[src/rtl/chrd_pkg.sv]
package chrd_pkg;

   localparam int MAX_CODE_LEN = 24;
   localparam int LEN_W = 6;
   localparam int NUM_LEN = MAX_CODE_LEN + 1;
   localparam int LIDX_W = $clog2(NUM_LEN);
   localparam int CODE_W = MAX_CODE_LEN;
   localparam int FIRST_W = MAX_CODE_LEN + 1;
   localparam int CNT_W = 9;
   localparam logic [7:0] ESCAPE_SYMBOL = 8'hFF;

   localparam logic [1:0] ACT_CLEAR = 2'd0;
   localparam logic [1:0] ACT_LOAD = 2'd1;
   localparam logic [1:0] ACT_FINALIZE = 2'd2;
   localparam logic [1:0] ACT_PAYLOAD = 2'd3;

   localparam logic [1:0] ST_OK = 2'd0;
   localparam logic [1:0] ST_TOO_LONG = 2'd1;
   localparam logic [1:0] ST_TRUNCATED = 2'd2;
   localparam logic [1:0] ST_BAD_LENGTH = 2'd3;

   localparam logic [1:0] PH_FREE = 2'd0;
   localparam logic [1:0] PH_RUN = 2'd1;
   localparam logic [1:0] PH_BYTE = 2'd2;

   typedef struct packed {
      logic       hit;
      logic [7:0] idx;
   } match_type;

   typedef struct packed {
      logic [7:0] value;
      logic [7:0] repeat_res;
      logic [1:0] status;
   } res_type;

endpackage

[src/rtl/chrd_match.sv]
module chrd_match (
   input  logic [chrd_pkg::CODE_W-1:0]  code,
   input  logic [chrd_pkg::FIRST_W-1:0] base,
   input  logic [chrd_pkg::CNT_W-1:0]   count,
   input  logic [chrd_pkg::CNT_W-1:0]   offset,
   output chrd_pkg::match_type          result
);

   logic [chrd_pkg::FIRST_W-1:0] code_ext;
   logic [chrd_pkg::FIRST_W-1:0] diff;
   logic [chrd_pkg::CNT_W-1:0]   sum;

   assign code_ext = {1'b0, code};
   assign diff = code_ext - base;
   assign sum = offset + diff[chrd_pkg::CNT_W-1:0];

   // The code belongs to this length when it lies in [base, base + count).
   assign result.hit = (code_ext >= base) &&
                       (diff < chrd_pkg::FIRST_W'(count));
   assign result.idx = sum[7:0];

endmodule

[config.mk]
export PLATFORM = sky130hd
export DESIGN_NAME = chrd_match
export DESIGN_NICKNAME = d
export VERILOG_FILES = /design/src/rtl/chrd_pkg.sv /design/src/rtl/chrd_match.sv
export SDC_FILE = /design/constraint.sdc
export NUM_CORES = 1
export LEC_CHECK = 0
export BUFFER_PORTS_ARGS = -buffer_cell sky130_fd_sc_hd__buf_2
export CELL_PAD_IN_SITES_DETAIL_PLACEMENT = 0
export CELL_PAD_IN_SITES_GLOBAL_PLACEMENT = 1
export CORE_MARGIN = 2
export CORE_UTILIZATION = 41
export DETAILED_ROUTE_END_ITERATION = 10
export PLACE_DENSITY = 0.93
export SLEW_MARGIN = 20
export SYNTH_ARGS = -nofsm -noshare
export SYNTH_HDL_FRONTEND = slang
export SYNTH_SLANG_ARGS = --single-unit
[constraint.sdc]
create_clock -name vclk -period 9.9
set_clock_uncertainty 0.05 [all_clocks]
set_input_delay 0.495 -clock vclk [all_inputs]
set_output_delay 0.495 -clock vclk [all_outputs]
set_load 0.02 [all_outputs]
Word-level counts from Yosys, hierarchy flattened

Index checks and enable logic that the tools add are counted.

Bits in registers: 0
Output and inout port bits: 9
Input port bits: 67

Reduce and logical (&&, ||, !) cells: 1
Add/subtract/negate cells: 2
Order comparisons: 2

Operator list:

| operator            | number |
|---|---|
| $ge A24 B25 Y1      | 1 |
| $lt A25 B9 Y1       | 1 |
| $sub A24 B25 Y25    | 1 |
| $add A8 B8 Y8       | 1 |
| $logic_and A1 B1 Y1 | 1 |

Logic depth before layout (Yosys ltp)

Gate-level depths: netlist of run 1.

Depth after elaboration: 3
Depth in mapped cells: 17
Depth with buffers taken out: 17

Worst setup path after synthesis of run 1

OpenSTA, ideal clock, no wires.

Path type: input to output
From: in code[0] (netlist bit)
To: out result[8] (netlist bit)
Data required time: 9.355 ns
Cell stages on the path: 17
Arrival time: 3.673 ns
Buffers on the path: 0
Path slack: 5.682 ns
Cell sequence: inv_1 -> ha_1 -> inv_1 -> fa_1 -> a21o_1 -> a41oi_2 -> nand2_1 -> a21oi_1 -> xnor2_1 -> ha_1 -> a211oi_1 -> nand3_1 -> a311oi_1 -> nand4_2 -> nor4b_1 -> nand4_1 -> nor4_2

RTL lines:

| item               | line            | text |
|---|---|---|
| start: declaration | chrd_match.sv:2 | `input logic [chrd_pkg::CODE_W-1:0] code,` |
| end: declaration   | chrd_match.sv:6 | `output chrd_pkg::match_type result` |

==> key figures, run 1 <==
Setup path
  – Worst setup EP type: output pin
  – Setup Crit Path Kind: input port to output pin
  – Crit-path max FO: 4
  – Crit path DAT: around 4.2 ns
  – CP required: roughly 9.4 ns
  – CP Launch Type: input port

Pwr
  – VDD IR max: 0.0801 mV
  – Power per cell area: just over 80 nW/um^2
  – Logic pwr share: 100.0%
  – Clock share of power: 0%
  – Power Internal: slightly above 0.09 mW
  – LEAKAGE: ~1.3 nW
  – Sequential power share: 0%
  – Sw Pwr: approximately 0.13 mW
  – Sw Ratio: around three fifths

Layout
  – Non-Filler Instances: 452
  – Layout Utilization: 48.5%
  – Fill cells: approximately 560
  – Layout area overhead: 15.6%
  – FFs & Latches: 0
  – N_diodes: 0
  – Clk_buf instances: 0
  – Share of cells above drive strength 1: between 20% and 30%
  – FF/Latch Area: 0 um^2
  – Final #Nets: 490

Yosys
  – Post-synthesis instance total: between 300 and 400
  – Post-Syn Area: 2300 um^2
  – Yosys warning total: 0
  – Seq/Total Area, Yosys: 0%
  – Synth Net Count: between 400 and 500
  – Netlist cell types: 65
  – Synthesized area per cell: approximately 7 um^2

Placement
  – I/O Buffers: 75
  – Dpl cells: between 400 and 500
  – Gp weighted congestion: a little under 1
  – DP Worst Slack: just over 5 ns
  – DP Wirelength: about 5.2 mm

Die
  – Die Height: 78.9 um
  – Number of cell rows: 27
  – IO Pins: between 70 and 80
  – Die Wd: approximately 79 um
  – Die area: between 6000 and 7000 um^2
  – Core area: ~5500 um^2
  – Starting Density: a little over two fifths

STA
  – Setup violations, final: 0
  – Worst hold slack: about 1.3 ns
  – Endpoints failing hold: 0
  – Tcrit/Tclk final: a little under half
  – Min Tclk post-route: roughly 4.7 ns
  – Worst Setup Slack, final: 5.17 ns
  – Relative slew slack: between 50% and 60%
  – RSZ-0062 raised after global routing: false
  – Pins Over Slew Limit: 0
  – F_max: roughly 210 MHz
  – Slew @ Worst Pin: 0.592 ns
  – Setup_tns: 0 ns

Hold path
  – Worst Hold Class: input port to output pin

Run
  – Max-cap violations: 0

Global routing
  – Largest net degree at the start of global routing: 14
  – First-pass GRT wire length: ~10 mm
  – Tot GR Track Use: roughly a fifth
  – Vias in the first global route: between 2k and 2.5k
  – Initial antenna violation count: 0
  – Congestion Overflow GR: 0

Drt
  – Vias: between 2k and 3k
  – Met2 WL: 2.97 mm
  – Drt total wl: 6.08 mm
  – Via density: 5.72
  – DRC: 0
  – Drt first pass iters: 4
  – WL/cell: roughly 13 um
  – DRT met1 WL: approximately 2.7 mm
  – Top Metal Used: met4
  – Routed met3 length: between 300 and 400 um
  – Initial drt markers: roughly 160
  – Final ANT Viol Nets: 0

Clock tree
  – CTS Hold Buffers Added: 0
  – # Post-CTS Setup Buffers: 0
  – Post-CTS sizing: 0

Run status
  – Outcome: finished, final reports clean
[power by group through the flow]
stage                     logic (mW)  registers, mW  clock network [mW]
after detailed placement       0.218              0                   0
after floorplan                0.166              0                   0
after CTS                      0.219              0                   0
after global placement         0.215              0                   0
after global routing           0.243              0                   0
final                          0.219              0                   0
[layout by cell type (no fill, tap or decap), types with 9 or more instances in the layout]
master     n
buf_2     75
inv_1     42
ha_1      39
a21oi_1   32
nand2_1   21
o21ai_0   12
nor2_1    11
xnor2_1   11
nand3_1   11
nand4_1   11
a21o_1     9
o211ai_1   9
[critical path, stage by stage]
cell and delay (ns):
buf_2 0.09, inv_1 0.05, ha_1 0.16, inv_1 0.05
fa_1 0.40, a21o_1 0.23, a41oi_2 0.25, nand2_1 0.08
a21oi_1 0.23, xnor2_1 0.17, ha_1 0.28, a211oi_1 0.24
nand3_1 0.14, a311oi_1 0.28, nand4_2 0.11, nor4b_1 0.30
nand4_1 0.14, nor4_2 0.26, buf_2 0.21
[synthesized netlist by cell type (all sizes together) (2+ instances only)]
library cell,instances,area share [%]
o21a,7,2.3
a211o,4,1.6
o21ai,14,3.1
o31ai,4,1.3
a31oi,4,1.4
o2bb2ai,3,1.1
xor2,4,1.5
nand3,11,2.4
or4b,2,0.87
nand2b,2,0.54
inv,42,6.9
a2111oi,3,2.0
a21o,9,2.9
nand2,21,3.4
o2111a,2,0.98
buf,14,4.3
a221oi,2,1.8
a21oi,33,7.4
nor4,4,1.4
nor2,11,1.8
fa,2,1.7
and3,4,1.4
clkbuf,2,0.33
a211oi,4,1.3
a21boi,2,0.65
o21bai,3,0.98
and2,6,1.7
ha,39,21
nand4,13,4.1
xnor2,11,4.2
mux2i,3,1.3
o211ai,9,2.9
nor3,7,1.5
o2111ai,4,1.5
[worst paths after layout]
check / start / endpoint / slack (ns) / cells past startpoint
hold / removal: offset[0] / result[0] / 1.28 / 3
setup / recovery: code[0] / result[8] / 5.17 / 19
[stage by stage]
stage | power (mW) | area, um^2
2_1_floorplan | 0.166 | 2300
3_3_place_gp | 0.215 | 2660
3_5_place_dp | 0.218 | 2660
5_1_grt | 0.243 | 2660
4_1_cts | 0.219 | 2660
6_report | 0.219 | 2660
[kinds of logic (layout without fill, tap and decap cells)]
group / count (synthesis) / after routing / share of synthesized area (%)
AOI/OAI and AO/OA: 116 / 116 / 37.1
xor gates and xnor gates: 15 / 15 / 5.72
adders and majority gates: 41 / 41 / 23.0
buffers and inverters: 58 / 117 / 11.5
muxes: 4 / 4 / 1.80
and+or+nand+nor: 87 / 87 / 20.9
[layer usage]
| layer | vias to the layer above | global-route usage, % |
|---|---|---|
| li1 | 1327 | - |
| met5 | - | 0 |
| met4 | 0 | 4.66 |
| met3 | 10 | 0.568 |
| met2 | 84 | 33.2 |
| met1 | 1163 | 25.7 |
[layout make-up]
| class | instances | area, um^2 | area share, % |
|---|---|---|---|
| inverter | 42 | 158 | 5.93 |
| timing repair buffer | 75 | 375 | 14.1 |
| multi-input combinational | 263 | 2030 | 76.5 |
| tap | 72 | 90.1 | 3.39 |
Note: power is estimated with default switching activity, not from simulation.
==> run 2, diff against run 1 <==
- ABC_AREA: default -> 1
- CORE_UTILIZATION: 41 -> 34
- PLACE_DENSITY: 0.93 -> 0.86
- clock period: 9.9 -> 4.9 ns (I/O delays scaled with it)
==> run 2 against run 1 <==
Combinational power up 89%; cell area up 1.8%; non-clock buffer count unchanged; core utilization down 5.9 points; via count up 3.6%; area after synthesis down 2.8%; sequential cell count unchanged; setup slack worse by 3.3 ns; sequential share of layout area unchanged; highest routed layer unchanged.
==> key figures, run 2 <==
Run status
  – Outcome: finished, final reports clean

Setup path
  – CP required: 4.61 ns (-4.75 ns)
  – Setup Crit Path Kind: input port to output pin
  – Crit-path max FO: 4 (unchanged)
  – Worst setup EP type: output pin
  – CP Launch Type: input port
  – Crit path DAT: 2.77 ns (-1.41 ns)

Placement
  – DP Worst Slack: 1.85 ns (-3.35 ns)
  – Dpl cells: 590 (+31%)
  – DP Wirelength: 5.27 mm (+1.3%)
  – Gp weighted congestion: 0.868 (-12%)
  – I/O Buffers: 75 (unchanged)

Run
  – Max-cap violations: 0 (unchanged)

Global routing
  – GR Util met3: 0% (-0.57 points)
  – Global routing met2 resource utilization: 27.1% (-6.0 points)
  – Largest net degree at the start of global routing: 7 (-7)
  – Congestion Overflow GR: 0 (unchanged)
  – First-pass GRT wire length: 10.0 mm (-1.0%)
  – Met1 GRT Util: 24.0% (-1.7 points)
  – Gr busiest metal: met2
  – Initial antenna violation count: 0 (unchanged)
  – Vias in the first global route: 2373 (+5.3%)
  – Tot GR Track Use: 16.0% (-3.0 points)

Hold path
  – Worst hold path cell count: 3 (unchanged)
  – Worst Hold Class: input port to output pin
  – Hold Crit Endpoint: result[0]
  – HP Start: offset[0]

Yosys
  – Post-synth top area share: 25.9% (+4.6 points)
  – Top cells by instance count after synthesis: nand2_1, inv_1, ha_1
  – Seq/Total Area, Yosys: 0% (unchanged)
  – Netlist cell types: 19 (-71%)
  – Post-Syn Area: 2230 um^2 (-2.8%)
  – Cell taking the most area after synthesis: nand2_1
  – Most instantiated library cell after synthesis: nand2_1
  – Synth Net Count: 546 (+27%)
  – Yosys warning total: 0 (unchanged)
  – Top post-synthesis cells by area: nand2_1, ha_1, inv_1
  – Post-synthesis instance total: 438 (+36%)
  – Synthesized area per cell: 5.10 um^2 (-29%)

STA
  – RSZ-0062 raised after global routing: false
  – F_max: approximately 330 MHz
  – Setup_tns: 0 ns (unchanged)
  – Worst Setup Slack, final: 1.84 ns (-3.33 ns)
  – Pins Over Slew Limit: 0 (unchanged)
  – Min Tclk post-route: 3.06 ns
  – Relative slew slack: 77.3% (+18 points)
  – Slew @ Worst Pin: 0.340 ns (-0.252 ns)
  – Tcrit/Tclk final: roughly 62%
  – Setup violations, final: 0 (unchanged)
  – Endpoints failing hold: 0 (unchanged)

Layout
  – N_diodes: 0 (unchanged)
  – Non-Filler Instances: 590 (+31%)
  – Most frequent cells in the layout: nand2_1, inv_1, buf_2, ha_1, nor2_1
  – Share of cells above drive strength 1: 14.8% (-8.9 points)
  – FF/Latch Area: 0 um^2 (unchanged)
  – FFs & Latches: 0 (unchanged)
  – Layout Utilization: 42.6% (-5.9 points)
  – Clk_buf instances: 0 (unchanged)
  – Layout area overhead: 21.1%
  – Final #Nets: 623 (+27%)
  – Commonest non-fill, non-tap cell in the layout: nand2_1

Die
  – Die Height: 85.1 um (+7.9%)
  – Number of cell rows: 29 (+7.4%)
  – Die area: 7230 um^2 (+16%)
  – Core area: 6350 um^2 (+16%)
  – Starting Density: 35.2% (-6.8 points)
  – Die Wd: 85.1 um (+7.9%)
  – IO Pins: 76 (unchanged)

Clock tree
  – # Post-CTS Setup Buffers: 0 (unchanged)
  – Post-CTS sizing: 0 (unchanged)
  – CTS Hold Buffers Added: 0 (unchanged)

Drt
  – WL/cell: 9.77 um (-27%)
  – Drt first pass iters: 4 (unchanged)
  – Via density: 4.54 (-21%)
  – Final ANT Viol Nets: 0 (unchanged)
  – DRC: 0 (unchanged)
  – Drt total wl: 5.77 mm (-5.2%)
  – Initial drt markers: 156 (-4.9%)
  – Vias: 2677 (+3.6%)

Pwr
  – VDD IR max: 0.141 mV (+76%)
  – Power per cell area: 153 nW/um^2 (+86%)
  – Total Power: 0.415 mW (+90%)
  – LEAKAGE: 1.82 nW (+38%)
==> run 2: worst max-delay path by stage <==
stage                        from   endpoint  slack [ns]
final                     code[0]  result[7]        1.84
after floorplan           code[0]  result[7]        2.14
after CTS                 code[0]  result[8]        1.84
after global routing      code[0]  result[8]        1.48
after detailed placement  code[0]  result[8]        1.85
after global placement    code[0]  result[8]        1.88
==> run 2: per-layer routing <==
metal / wire, um / share of wire, %
met5: 0 / 0
met4: 14 / 0.24
met3: 181 / 3.1
met2: 2450 / 42
met1: 3120 / 54
==> run 2: final cells by class <==
class | instances | area (um^2)
Tap cell | 77 | 96.3
Inverter | 104 | 390
Fill cell | 736 | 3640
Timing Repair Buffer | 75 | 375
Multi-Input combinational cell | 334 | 1840
==> run 2: cells by family (layout without fill, tap and decap cells) <==
kind of cell | Yosys count | count (layout) | share of synthesized area (%)
adders and majority gates | 41 | 41 | 23.6
AOI/OAI and AO/OA | 38 | 38 | 8.96
and+or+nand+nor | 239 | 239 | 43.6
xor gates and xnor gates | 16 | 16 | 6.27
buffers and inverters | 104 | 179 | 17.5
==> run 2: critical path: stages <==
cell and delay [ns]:
buf_2 0.10, inv_1 0.04, ha_1 0.14, inv_1 0.09, fa_1 0.45, xor2_1 0.25
ha_1 0.32, a21oi_1 0.18, nand2_1 0.10, a21oi_1 0.14, o21bai_1 0.10, nand2_1 0.08
nand2_1 0.05, a21oi_1 0.16, xor2_1 0.15, buf_2 0.17
==> run 2: stage by stage <==
stage | cell area, um^2 | hold slack, ns
after floorplan | 2230 | 0.650
after global placement | 2710 | 0.778
after detailed placement | 2710 | 0.782
after CTS | 2710 | 0.782
after global routing | 2710 | 0.798
final | 2710 | 0.777
==> run 2: power by group <==
group	switching, mW	internal [mW]
combinational	0.254	0.161
sequential	0	0
clock	0	0
total	0.254	0.161
